### config.mk
export PLATFORM = sky130hd
export DESIGN_NAME = lane_change_speed_planner
export DESIGN_NICKNAME = d
export VERILOG_FILES = /design/src/rtl/lcsp_pkg.sv /design/src/rtl/lcsp_isqrt.sv /design/src/rtl/lane_change_speed_planner.sv
export SDC_FILE = /design/constraint.sdc
export NUM_CORES = 2
export LEC_CHECK = 0
export ABC_AREA = 0
export ABC_CLOCK_PERIOD_IN_PS = 12700
export BUFFER_PORTS_ARGS = -buffer_cell sky130_fd_sc_hd__buf_2
export CAP_MARGIN = 20
export CORE_MARGIN = 2
export CORE_UTILIZATION = 30
export DETAILED_ROUTE_END_ITERATION = 6
export GPL_TIMING_DRIVEN = 0
export HOLD_SLACK_MARGIN = 0.15
export SLEW_MARGIN = 30
export SYNTH_ARGS = -nofsm -noshare
export SYNTH_HDL_FRONTEND = slang
export SYNTH_SLANG_ARGS = --single-unit
### constraint.sdc
create_clock -name clk -period 12.7 [get_ports clk]
set_clock_uncertainty 0.15 [all_clocks]
set_input_delay 2.54 -clock clk [delete_from_list [all_inputs] [get_ports clk]]
set_output_delay 2.54 -clock clk [all_outputs]
set_load 0.05 [all_outputs]
### src/rtl/lcsp_pkg.sv
// Shared codes, widths and constants for the lane-change speed planner.
package lcsp_pkg;

  // Request operation codes
  localparam logic [1:0] OP_START  = 2'd0;
  localparam logic [1:0] OP_CAR    = 2'd1;
  localparam logic [1:0] OP_DECIDE = 2'd2;

  // Configuration register indexes
  localparam logic [1:0] CFG_SPEED_LIMIT   = 2'd0;
  localparam logic [1:0] CFG_VELOCITY_STEP = 2'd1;
  localparam logic [1:0] CFG_GAP_DISTANCE  = 2'd2;
  localparam int unsigned CFG_DATA_W = 17;

  // Configuration reset values
  localparam logic [16:0] SPEED_LIMIT_RST   = 17'd49500;
  localparam logic [11:0] VELOCITY_STEP_RST = 12'd428;
  localparam logic [7:0]  GAP_DISTANCE_RST  = 8'd30;

  // Shared multiplier
  localparam int unsigned MUL_W  = 25;
  localparam int unsigned PROD_W = 2 * MUL_W;

  // Root unit: 48-bit radicand, 24-bit root, two radicand bits per step
  localparam int unsigned RT_IN_W = 48;
  localparam int unsigned RT_W    = RT_IN_W / 2;

  // Division by 50 through a reciprocal: q0 = (r * RECIP_M) >> RECIP_SH, then one correction
  localparam int unsigned RECIP_SH = 30;
  localparam logic [MUL_W-1:0] RECIP_M = 25'd21474836;
  localparam logic [MUL_W-1:0] DIV_BY  = 25'd50;
  localparam int unsigned Q_W = 19;

  // m/s against milli-mph, compared in squares
  localparam logic [MUL_W-1:0] MILLION_SQ = 25'd1000000;
  localparam int unsigned SQ_CMP_W = 35;

  // Reference velocity limits
  localparam logic [17:0] VEL_MAX = 18'h1FFFF;
  localparam logic [17:0] VEL_MIN = 18'h20000;

endpackage

### src/rtl/lcsp_isqrt.sv
// Iterative integer square root, one root bit per cycle.
module lcsp_isqrt (
  input  logic                          clk,
  input  logic                          rst_n,
  input  logic                          start,
  input  logic [lcsp_pkg::RT_IN_W-1:0]  radicand,
  output logic                          busy,
  output logic [lcsp_pkg::RT_W-1:0]     root
);

  localparam int unsigned CNT_W = $clog2(lcsp_pkg::RT_W);

  logic [lcsp_pkg::RT_IN_W-1:0] x_r, x_nxt;
  logic [lcsp_pkg::RT_W+1:0]    rem_r, rem_nxt;
  logic [lcsp_pkg::RT_W-1:0]    root_r, root_nxt;
  logic [CNT_W-1:0]             cnt_r, cnt_nxt;
  logic                         busy_r, busy_nxt;
  logic [lcsp_pkg::RT_W+1:0]    rem_t;
  logic [lcsp_pkg::RT_W+1:0]    trial;

  // Bring down the next two radicand bits and try the new root bit
  assign rem_t = {rem_r[lcsp_pkg::RT_W-1:0], x_r[lcsp_pkg::RT_IN_W-1 -: 2]};
  assign trial = {root_r, 2'b01};

  always_comb begin
    x_nxt    = x_r;
    rem_nxt  = rem_r;
    root_nxt = root_r;
    cnt_nxt  = cnt_r;
    busy_nxt = busy_r;
    if (start && !busy_r) begin
      x_nxt    = radicand;
      rem_nxt  = '0;
      root_nxt = '0;
      cnt_nxt  = '0;
      busy_nxt = 1'b1;
    end else if (busy_r) begin
      x_nxt = {x_r[lcsp_pkg::RT_IN_W-3:0], 2'b00};
      if (rem_t >= trial) begin
        rem_nxt  = rem_t - trial;
        root_nxt = {root_r[lcsp_pkg::RT_W-2:0], 1'b1};
      end else begin
        rem_nxt  = rem_t;
        root_nxt = {root_r[lcsp_pkg::RT_W-2:0], 1'b0};
      end
      cnt_nxt = cnt_r + 1'b1;
      if (cnt_r == CNT_W'(lcsp_pkg::RT_W - 1)) begin
        busy_nxt = 1'b0;
      end
    end
  end

  always_ff @(posedge clk) begin
    if (!rst_n) begin
      busy_r <= 1'b0;
      cnt_r  <= '0;
    end else begin
      busy_r <= busy_nxt;
      cnt_r  <= cnt_nxt;
    end
  end

  always_ff @(posedge clk) begin
    x_r    <= x_nxt;
    rem_r  <= rem_nxt;
    root_r <= root_nxt;
  end

  assign busy = busy_r;
  assign root = root_r;

endmodule

### src/rtl/lane_change_speed_planner.sv
// Top level of the lane-change speed planner: sequencer, frame state and shared multiplier.
//
// A frame is a start request (ego position and leftover path points; clears the three
// lane-occupied marks), any number of car requests, and a decide request that returns one
// result: the chosen lane, the new reference velocity in milli-mph and the occupied mask.
// Start requests and requests with an unused operation code are handled in the idle state.
// For a car request, passes through the shared 25x25 multiplier build the squared speed and
// the projection radicand, the root unit then produces one root bit per cycle (the speed
// compare and the behind test run under it), a wait state notes that the root is done, and
// the root is divided by 50, the quotient is corrected and the lane is marked.
// A decide request squares the raised velocity, scales the capped squared speed and then
// waits until the result register is free; start and car requests are still taken while an
// earlier result waits to be collected. The block accepts one request at a time (in_ready is
// low while a request is at work). The configuration port is always ready and is meant to be
// written only while the block idles. There is no clearing pass after reset.
module lane_change_speed_planner (
  input  logic                               clk,
  input  logic                               rst_n,
  // Request channel
  input  logic                               in_valid,
  output logic                               in_ready,
  input  logic [1:0]                         in_op,
  input  logic [5:0]                         in_prev_points,
  input  logic [22:0]                        in_ego_s,
  input  logic signed [7:0]                  in_other_vx,
  input  logic signed [7:0]                  in_other_vy,
  input  logic [12:0]                        in_other_s,
  input  logic signed [6:0]                  in_other_d,
  // Result channel
  output logic                               out_valid,
  input  logic                               out_ready,
  output logic [1:0]                         out_next_lane,
  output logic signed [17:0]                 out_next_velocity,
  output logic [2:0]                         out_occupied_mask,
  // Configuration write channel
  input  logic                               cfg_valid,
  output logic                               cfg_ready,
  input  logic [1:0]                         cfg_index,
  input  logic [lcsp_pkg::CFG_DATA_W-1:0]    cfg_data
);

  // Sequencer states
  localparam logic [3:0] S_IDLE  = 4'd0;
  localparam logic [3:0] S_CSQX  = 4'd1;   // vx squared
  localparam logic [3:0] S_CSQY  = 4'd2;   // vy squared
  localparam logic [3:0] S_CP2   = 4'd3;   // points squared
  localparam logic [3:0] S_CX    = 4'd4;   // squared speed times points squared
  localparam logic [3:0] S_CRT   = 4'd5;   // launch root, square the speed bound
  localparam logic [3:0] S_CLIM  = 4'd6;   // hold bound square, scale squared speed
  localparam logic [3:0] S_CSQM  = 4'd7;   // speed compare, behind test
  localparam logic [3:0] S_CWAIT = 4'd8;   // wait for the root
  localparam logic [3:0] S_CDIV  = 4'd9;   // root times reciprocal of 50
  localparam logic [3:0] S_CQ    = 4'd10;  // quotient estimate times 50
  localparam logic [3:0] S_CCOR  = 4'd11;  // correct the quotient
  localparam logic [3:0] S_CMARK = 4'd12;  // ahead test and lane mark
  localparam logic [3:0] S_DSQ1  = 4'd13;  // square the raised velocity
  localparam logic [3:0] S_DSQ2  = 4'd14;  // scale the capped squared speed
  localparam logic [3:0] S_DFIN  = 4'd15;  // decide and load the result register

  localparam int unsigned MW = lcsp_pkg::MUL_W;
  localparam int unsigned PW = lcsp_pkg::PROD_W;
  localparam int unsigned RW = lcsp_pkg::RT_W;
  localparam int unsigned QW = lcsp_pkg::Q_W;
  localparam int unsigned CW = lcsp_pkg::SQ_CMP_W;

  logic [3:0]  state_r, state_nxt;

  // Configuration registers
  logic [16:0] speed_limit_r;
  logic [11:0] velocity_step_r;
  logic [7:0]  gap_distance_r;

  // Architectural state
  logic [1:0]  cur_lane_r, cur_lane_nxt;
  logic [17:0] ref_vel_r, ref_vel_nxt;
  logic [15:0] capped_sq_r, capped_sq_nxt;
  logic [2:0]  lane_marks_r, lane_marks_nxt;
  logic [22:0] frame_ego_s_r;
  logic [5:0]  frame_points_r;

  // Car request payload
  logic [7:0]        vx_r, vy_r;
  logic [12:0]       s_r;
  logic signed [6:0] d_r;

  // Working registers
  logic [PW-1:0]  prod_r;
  logic [15:0]    sq_r, sq_nxt;
  logic [CW-1:0]  bsq_r, bsq_nxt;
  logic           below_r, below_nxt;
  logic           behind_r, behind_nxt;
  logic [2:0]     lane_hit_r, lane_hit_nxt;
  logic [QW-1:0]  q0_r, q0_nxt;
  logic [QW-1:0]  q_r, q_nxt;

  // Result register
  logic        out_valid_r, out_valid_nxt;
  logic [1:0]  out_lane_r, out_lane_nxt;
  logic [17:0] out_vel_r, out_vel_nxt;
  logic [2:0]  out_mask_r, out_mask_nxt;

  // Shared multiplier operands
  logic [MW-1:0] mul_a, mul_b;

  // Root unit hookup
  logic                            rt_start;
  logic [lcsp_pkg::RT_IN_W-1:0]    rt_radicand;
  logic                            rt_busy;
  logic [RW-1:0]                   rt_root;

  logic        in_acc;
  logic [7:0]  vx_mag, vy_mag;
  logic [18:0] vel_up;         // ref velocity plus step, signed
  logic [18:0] vel_dn;         // ref velocity minus step, signed
  logic        up_pos;
  logic [22:0] pos;
  logic [23:0] proj;
  logic [24:0] ahead_diff;
  logic [23:0] behind_diff;
  logic        ahead;
  logic [RW-1:0] rem_w;

  // Decide terms
  logic        own_blocked, left_free, right_free;
  logic        up_ok, follow_up;
  logic [18:0] vel_pick;
  logic [1:0]  lane_pick;

  assign in_acc   = in_valid && in_ready;
  assign in_ready = (state_r == S_IDLE);
  assign cfg_ready = 1'b1;

  assign vx_mag = vx_r[7] ? (~vx_r + 8'd1) : vx_r;
  assign vy_mag = vy_r[7] ? (~vy_r + 8'd1) : vy_r;

  assign vel_up = {ref_vel_r[17], ref_vel_r} + {7'b0, velocity_step_r};
  assign vel_dn = {ref_vel_r[17], ref_vel_r} - {7'b0, velocity_step_r};
  assign up_pos = !vel_up[18] && (vel_up != '0);

  assign pos  = {s_r, 10'b0};
  assign proj = {1'b0, pos} + {{(24-QW){1'b0}}, q_r};
  assign ahead_diff  = {1'b0, proj} - {2'b0, frame_ego_s_r};
  assign behind_diff = {1'b0, frame_ego_s_r} - {1'b0, pos};
  assign ahead = !ahead_diff[24] && (ahead_diff != '0)
              && (ahead_diff[23:0] < {6'b0, gap_distance_r, 10'b0}) && below_r;

  assign rem_w = rt_root - prod_r[RW-1:0];

  assign rt_start    = (state_r == S_CRT);
  assign rt_radicand = {prod_r[27:0], 20'b0};

  lcsp_isqrt u_isqrt (
    .clk      (clk),
    .rst_n    (rst_n),
    .start    (rt_start),
    .radicand (rt_radicand),
    .busy     (rt_busy),
    .root     (rt_root)
  );

  // Route the multiplier operands for each step of the sequence
  always_comb begin
    mul_a = '0;
    mul_b = '0;
    case (state_r) inside
      S_CSQX: begin
        mul_a = {{(MW-8){1'b0}}, vx_mag};
        mul_b = {{(MW-8){1'b0}}, vx_mag};
      end
      S_CSQY: begin
        mul_a = {{(MW-8){1'b0}}, vy_mag};
        mul_b = {{(MW-8){1'b0}}, vy_mag};
      end
      S_CP2: begin
        mul_a = {{(MW-6){1'b0}}, frame_points_r};
        mul_b = {{(MW-6){1'b0}}, frame_points_r};
      end
      S_CX: begin
        mul_a = {{(MW-16){1'b0}}, sq_r};
        mul_b = {{(MW-12){1'b0}}, prod_r[11:0]};
      end
      S_CRT, S_DSQ1: begin
        mul_a = {{(MW-18){1'b0}}, vel_up[17:0]};
        mul_b = {{(MW-18){1'b0}}, vel_up[17:0]};
      end
      S_CLIM: begin
        mul_a = {{(MW-16){1'b0}}, sq_r};
        mul_b = lcsp_pkg::MILLION_SQ;
      end
      S_CDIV: begin
        mul_a = {{(MW-RW){1'b0}}, rt_root};
        mul_b = lcsp_pkg::RECIP_M;
      end
      S_CQ: begin
        mul_a = {{(MW-QW){1'b0}}, prod_r[lcsp_pkg::RECIP_SH +: QW]};
        mul_b = lcsp_pkg::DIV_BY;
      end
      S_DSQ2, S_DFIN: begin
        mul_a = {{(MW-16){1'b0}}, capped_sq_r};
        mul_b = lcsp_pkg::MILLION_SQ;
      end
      default: begin
        mul_a = '0;
        mul_b = '0;
      end
    endcase
  end

  always_ff @(posedge clk) begin
    prod_r <= mul_a * mul_b;
  end

  // Lane rule: stay, go left, go right, follow the capped speed, or slow down
  always_comb begin
    unique case (cur_lane_r)
      2'd0: begin
        own_blocked = lane_marks_r[0];
        left_free   = 1'b0;
        right_free  = !lane_marks_r[1];
      end
      2'd1: begin
        own_blocked = lane_marks_r[1];
        left_free   = !lane_marks_r[0];
        right_free  = !lane_marks_r[2];
      end
      default: begin
        own_blocked = lane_marks_r[2];
        left_free   = !lane_marks_r[1];
        right_free  = 1'b0;
      end
    endcase

    up_ok     = $signed(vel_up) < $signed({2'b0, speed_limit_r});
    follow_up = vel_up[18] || (bsq_r < prod_r[CW-1:0]);
    vel_pick  = {ref_vel_r[17], ref_vel_r};
    lane_pick = cur_lane_r;

    if (!own_blocked) begin
      if (up_ok) vel_pick = vel_up;
    end else if (left_free) begin
      if (up_ok) vel_pick = vel_up;
      lane_pick = cur_lane_r - 2'd1;
    end else if (right_free) begin
      if (up_ok) vel_pick = vel_up;
      lane_pick = cur_lane_r + 2'd1;
    end else if (lane_marks_r == 3'b111) begin
      vel_pick = follow_up ? vel_up : vel_dn;
    end else begin
      vel_pick = vel_dn;
    end
  end

  // Sequencer and state updates
  always_comb begin
    state_nxt      = state_r;
    cur_lane_nxt   = cur_lane_r;
    ref_vel_nxt    = ref_vel_r;
    capped_sq_nxt  = capped_sq_r;
    lane_marks_nxt = lane_marks_r;
    sq_nxt         = sq_r;
    bsq_nxt        = bsq_r;
    below_nxt      = below_r;
    behind_nxt     = behind_r;
    lane_hit_nxt   = lane_hit_r;
    q0_nxt         = q0_r;
    q_nxt          = q_r;
    out_valid_nxt  = out_valid_r && !out_ready;
    out_lane_nxt   = out_lane_r;
    out_vel_nxt    = out_vel_r;
    out_mask_nxt   = out_mask_r;

    unique case (state_r)
      S_IDLE: begin
        if (in_acc) begin
          unique case (in_op)
            lcsp_pkg::OP_START:  lane_marks_nxt = '0;
            lcsp_pkg::OP_CAR:    state_nxt = S_CSQX;
            lcsp_pkg::OP_DECIDE: state_nxt = S_DSQ1;
            default: ;
          endcase
        end
      end
      S_CSQX: state_nxt = S_CSQY;
      S_CSQY: begin
        sq_nxt    = prod_r[15:0];
        state_nxt = S_CP2;
      end
      S_CP2: begin
        sq_nxt    = sq_r + prod_r[15:0];
        state_nxt = S_CX;
      end
      S_CX: state_nxt = S_CRT;
      S_CRT: state_nxt = S_CLIM;
      S_CLIM: begin
        bsq_nxt   = prod_r[CW-1:0];
        state_nxt = S_CSQM;
      end
      S_CSQM: begin
        below_nxt    = up_pos && (prod_r[CW-1:0] < bsq_r);
        behind_nxt   = !behind_diff[23]
                    && (behind_diff[22:0] < {5'b0, gap_distance_r, 10'b0});
        lane_hit_nxt = {(d_r > 7'sd8) && (d_r < 7'sd12),
                        (d_r > 7'sd4) && (d_r < 7'sd8),
                        (d_r > 7'sd0) && (d_r < 7'sd4)};
        state_nxt    = S_CWAIT;
      end
      S_CWAIT: begin
        if (!rt_busy) state_nxt = S_CDIV;
      end
      S_CDIV: state_nxt = S_CQ;
      S_CQ: begin
        q0_nxt    = prod_r[lcsp_pkg::RECIP_SH +: QW];
        state_nxt = S_CCOR;
      end
      S_CCOR: begin
        // Estimate is exact or one short
        q_nxt     = q0_r + QW'(rem_w >= RW'(lcsp_pkg::DIV_BY));
        state_nxt = S_CMARK;
      end
      S_CMARK: begin
        if ((lane_hit_r != '0) && (ahead || behind_r)) begin
          lane_marks_nxt = lane_marks_r | lane_hit_r;
          capped_sq_nxt  = sq_r;
        end
        state_nxt = S_IDLE;
      end
      S_DSQ1: state_nxt = S_DSQ2;
      S_DSQ2: begin
        bsq_nxt   = prod_r[CW-1:0];
        state_nxt = S_DFIN;
      end
      S_DFIN: begin
        // Hold the decision until the result register is free
        if (!out_valid_r || out_ready) begin
          if (vel_pick[18] != vel_pick[17]) begin
            ref_vel_nxt = vel_pick[18] ? lcsp_pkg::VEL_MIN : lcsp_pkg::VEL_MAX;
          end else begin
            ref_vel_nxt = vel_pick[17:0];
          end
          cur_lane_nxt  = lane_pick;
          out_valid_nxt = 1'b1;
          out_lane_nxt  = lane_pick;
          out_vel_nxt   = ref_vel_nxt;
          out_mask_nxt  = lane_marks_r;
          state_nxt     = S_IDLE;
        end
      end
      default: state_nxt = S_IDLE;
    endcase
  end

  always_ff @(posedge clk) begin
    if (!rst_n) begin
      state_r         <= S_IDLE;
      speed_limit_r   <= lcsp_pkg::SPEED_LIMIT_RST;
      velocity_step_r <= lcsp_pkg::VELOCITY_STEP_RST;
      gap_distance_r  <= lcsp_pkg::GAP_DISTANCE_RST;
      cur_lane_r      <= 2'd1;
      ref_vel_r       <= '0;
      capped_sq_r     <= '0;
      lane_marks_r    <= '0;
      frame_ego_s_r   <= '0;
      frame_points_r  <= '0;
      out_valid_r     <= 1'b0;
    end else begin
      state_r      <= state_nxt;
      cur_lane_r   <= cur_lane_nxt;
      ref_vel_r    <= ref_vel_nxt;
      capped_sq_r  <= capped_sq_nxt;
      lane_marks_r <= lane_marks_nxt;
      out_valid_r  <= out_valid_nxt;
      if (in_acc && (in_op == lcsp_pkg::OP_START)) begin
        frame_ego_s_r  <= in_ego_s;
        frame_points_r <= in_prev_points;
      end
      if (cfg_valid && cfg_ready) begin
        case (cfg_index)
          lcsp_pkg::CFG_SPEED_LIMIT:   speed_limit_r   <= cfg_data;
          lcsp_pkg::CFG_VELOCITY_STEP: velocity_step_r <= cfg_data[11:0];
          lcsp_pkg::CFG_GAP_DISTANCE:  gap_distance_r  <= cfg_data[7:0];
          default: ;
        endcase
      end
    end
  end

  // Payload and working registers carry no reset
  always_ff @(posedge clk) begin
    if (in_acc && (in_op == lcsp_pkg::OP_CAR)) begin
      vx_r <= in_other_vx;
      vy_r <= in_other_vy;
      s_r  <= in_other_s;
      d_r  <= in_other_d;
    end
    sq_r       <= sq_nxt;
    bsq_r      <= bsq_nxt;
    below_r    <= below_nxt;
    behind_r   <= behind_nxt;
    lane_hit_r <= lane_hit_nxt;
    q0_r       <= q0_nxt;
    q_r        <= q_nxt;
    out_lane_r <= out_lane_nxt;
    out_vel_r  <= out_vel_nxt;
    out_mask_r <= out_mask_nxt;
  end

  assign out_valid         = out_valid_r;
  assign out_next_lane     = out_lane_r;
  assign out_next_velocity = out_vel_r;
  assign out_occupied_mask = out_mask_r;

  // A result only appears from the decide step
  a_out_from_decide: assert property (@(posedge clk) disable iff (!rst_n)
    $rose(out_valid_r) |-> $past(state_r == S_DFIN))
    else $error("result raised outside the decide step");

  // The root must still be running when its result is not yet due
  a_root_running: assert property (@(posedge clk) disable iff (!rst_n)
    (state_r == S_CLIM) |-> rt_busy)
    else $error("root unit idle while a car request needs it");

  // Marks change only on a start request or at the marking step
  a_marks_hold: assert property (@(posedge clk) disable iff (!rst_n)
    (state_r != S_CMARK && !(in_acc && in_op == lcsp_pkg::OP_START))
      |=> $stable(lane_marks_r))
    else $error("lane marks changed outside start or marking");

  // A blocked result register keeps the decide step waiting
  a_decide_waits: assert property (@(posedge clk) disable iff (!rst_n)
    (state_r == S_DFIN && out_valid_r && !out_ready) |=> (state_r == S_DFIN))
    else $error("decide step left while the result register was full");

endmodule

==> impl_metrics.json <==
{
  "worst_pin_slew_ps": 1073,
  "ys.flop_type": "dfxtp_1",
  "fin_ws_ps": 643.5,
  "drc": 0,
  "critical_path.slowest_cell": "a221oi_1",
  "synthToLayoutAreaGrowth_pct": 12.13,
  "reg2reg_slack_ps": 640,
  "min_from": "prod_r[28]",
  "antenna_cells": 0,
  "syn_area_um2": 41780,
  "synth-edff-count": 181,
  "avgRoutedWirePerCell_um": 19.77,
  "nets": 5896,
  "fillers": 14180,
  "final_cell_mix": "929 x inv_1, 545 x nand2_1, 448 x fa_1",
  "holdBufCountCts": 0,
  "fin_tns_setup_ps": 0,
  "antenna_found_initial": 6,
  "multiInputGateArea_um2": 28280,
  "r2r-start": "velocity_step_r[0]",
  "async_flop_share_pct": 0,
  "setup_viol": 0,
  "numClockSinks": 394,
  "pin_count": 117,
  "max_freq_ghz": 0.08294,
  "hold_viol": 0,
  "grt.overflow.total": 0,
  "syn_avg_cell_area_um2": 8.942,
  "die_area_um2": 142300,
  "grt_pass1_vias": 33620,
  "synth_seq_area_share_pct": 23.22,
  "cts-root-buf": "clkbuf_16",
  "ctsResizeCount": 0,
  "yosysWarnings": 0,
  "fp.dieW_um": 377.2,
  "worstHoldEndpoint": "bsq_r[28]",
  "synth_top_area_share_pct": 21.47,
  "post-place-ws_ps": 765.5,
  "fp-row-count": 136,
  "clk_path_buf_depth": 3,
  "register_area_um2": 9699,
  "cpMostUsedCell": "fa_1",
  "clk-insertion-delay-late_ps": 640,
  "ant_nets": 0,
  "drt_wl_total_um": 133400,
  "path_max_fanout": 10,
  "syn_inst": 4672,
  "arrival_ps": 12400,
  "synth_area_leaders": "fa_1 21%, ha_1 13%, edfxtp_1 13%, dfxtp_1 10%, inv_1 8.3%",
  "hpwl_um": 110500,
  "fin_crit_ps": 12060,
  "stdcell_count": 6747,
  "grt_max_degree": 24,
  "grtUsageTotal_pct": 18.86,
  "drive_above_1_share_pct": 7.612,
  "slew_headroom_pct": 27.92,
  "die_h_um": 377.2,
  "grt_pass1_wl_um": 204900,
  "crit_type": "flop to flop",
  "hold_path.class": "flop to flop",
  "power.leakage_nw": 21.61,
  "rsz0062_at_grt": "no",
  "drv_cap": 0,
  "synthDistinctLibCells": 109,
  "via_count": 33280,
  "tritoncts": "yes",
  "port-buffer-count": 114,
  "dp.cells": 6652,
  "vdd.ir_drop.worst_v": 0.0001404,
  "gp_congestion": 0.9692,
  "status": "finished clean",
  "start_util_pct": 30.31,
  "slew_viol_final": 0,
  "cts_buffers": 50,
  "synth_top_area_cell": "fa_1",
  "post_cts_buffers": 0,
  "vias_per_cell": 4.932,
  "endpoint_kind": "flop",
  "required_ps": 13040,
  "design.core.area_um2": 137800,
  "first_pass_iters": 7,
  "rr_endpoint": "prod_r[46]",
  "ff2ff_path_depth": 34,
  "synth_seq_cells": 394,
  "slowest_delay_ps": 760,
  "power_density_nw_per_um2": 202.8,
  "startpoint_type": "flop",
  "h-tree-depth": 2,
  "period_share_pct": 94.93,
  "layout_commonest_cell": "inv_1",
  "detailedRoute.firstIterationViolations": 2531,
  "critPathLaunch": "velocity_step_r[0]",
  "hold-path-cell-count": 0,
  "clkSlewWorstSetupHoldPaths_ps": 60
}
## cell usage after synthesis, drive strengths merged, types with 71 or more instances
library cell and count:
dfxtp 213, a21oi 224, fa 448, ha 446, nor2 269, clkbuf 129, inv 931, nand2 546
a21o 71, nor3 74, edfxtp 181, o21ai 216, xnor2 94
## how the worst max path moves through the flow
stage	end	slack, ps
final	prod_r[46]	640
after global placement	prod_r[46]	510
after global routing	prod_r[46]	300
after detailed placement	prod_r[46]	770
after floorplan	prod_r[47]	3230
after CTS	prod_r[46]	690
## final cells by class
type,count,area share (%)
clock inverter,21,0.4033
tap,1794,4.792
clock buffer,73,3.192
timing repair buffer,128,1.675
multi-input combinational,3250,60.37
inverter,933,7.476
sequential,394,20.71
buffer,154,1.386
## worst max-delay path: cells and delay by family (launching register included)
| family | cells | cell delay (ps) |
|---|---|---|
| DFF | 1 | 330 |
| and+or+nand+nor | 6 | 1870 |
| buffers and inverters | 6 | 890 |
| AOI/OAI and AO/OA | 12 | 4120 |
| adders and majority gates | 10 | 4510 |
## sequential cells by signal, indices dropped and copies added (netlist names), 18 cells and up
name and flops:
u_isqrt.rem_r 24, q_r 19, ref_vel_r 18, q0_r 19
frame_ego_s_r 23, prod_r 49, out_next_velocity 18, bsq_r 35
u_isqrt.root 24, u_isqrt.x_r 28
## through the flow
step / area (um2) / hold slack (ps) / utilization (%) / total power [mW]
2_1_floorplan: 42000 / 258.1 / - / 5.914
3_3_place_gp: 44810 / 282.8 / 32.51 / 7.916
3_5_place_dp: 45140 / 288.9 / 32.75 / 8.012
4_1_cts: 46830 / 307.1 / 33.97 / 9.529
5_1_grt: 46840 / 309.1 / 33.99 / 10.30
6_report: 46840 / 302.7 / 33.99 / 9.498
## where the power goes
group | total (mW) | internal, mW | switching, mW
Combinational | 6.20 | 2.17 | 4.03
Clock | 1.45 | 0.828 | 0.625
Sequential | 1.85 | 1.59 | 0.259
Total | 9.50 | 4.58 | 4.92
## cells by family (layout without fill, tap and decap cells)
group,Yosys count,in the layout,share of synthesized area (%)
buffers and inverters,1087,1309,9.928
AOI/OAI and AO/OA,840,840,13.47
adders and majority gates,905,905,35.10
muxes,50,50,1.282
and+or+nand+nor,1235,1235,13.61
xor gates and xnor gates,159,159,3.378
DFF,394,394,23.22
other,2,61,0.01798
## per-layer routing
layer  track usage (%)  vias to the layer above  wire length [um]
li1                  -                    15670                 -
met1             24.82                    16210             56680
met2             30.68                     1154             61410
met3             3.068                      243              9294
met4             7.751                        2              5969
met5                 0                        -                 8
Power figures use the tool's default switching activity.
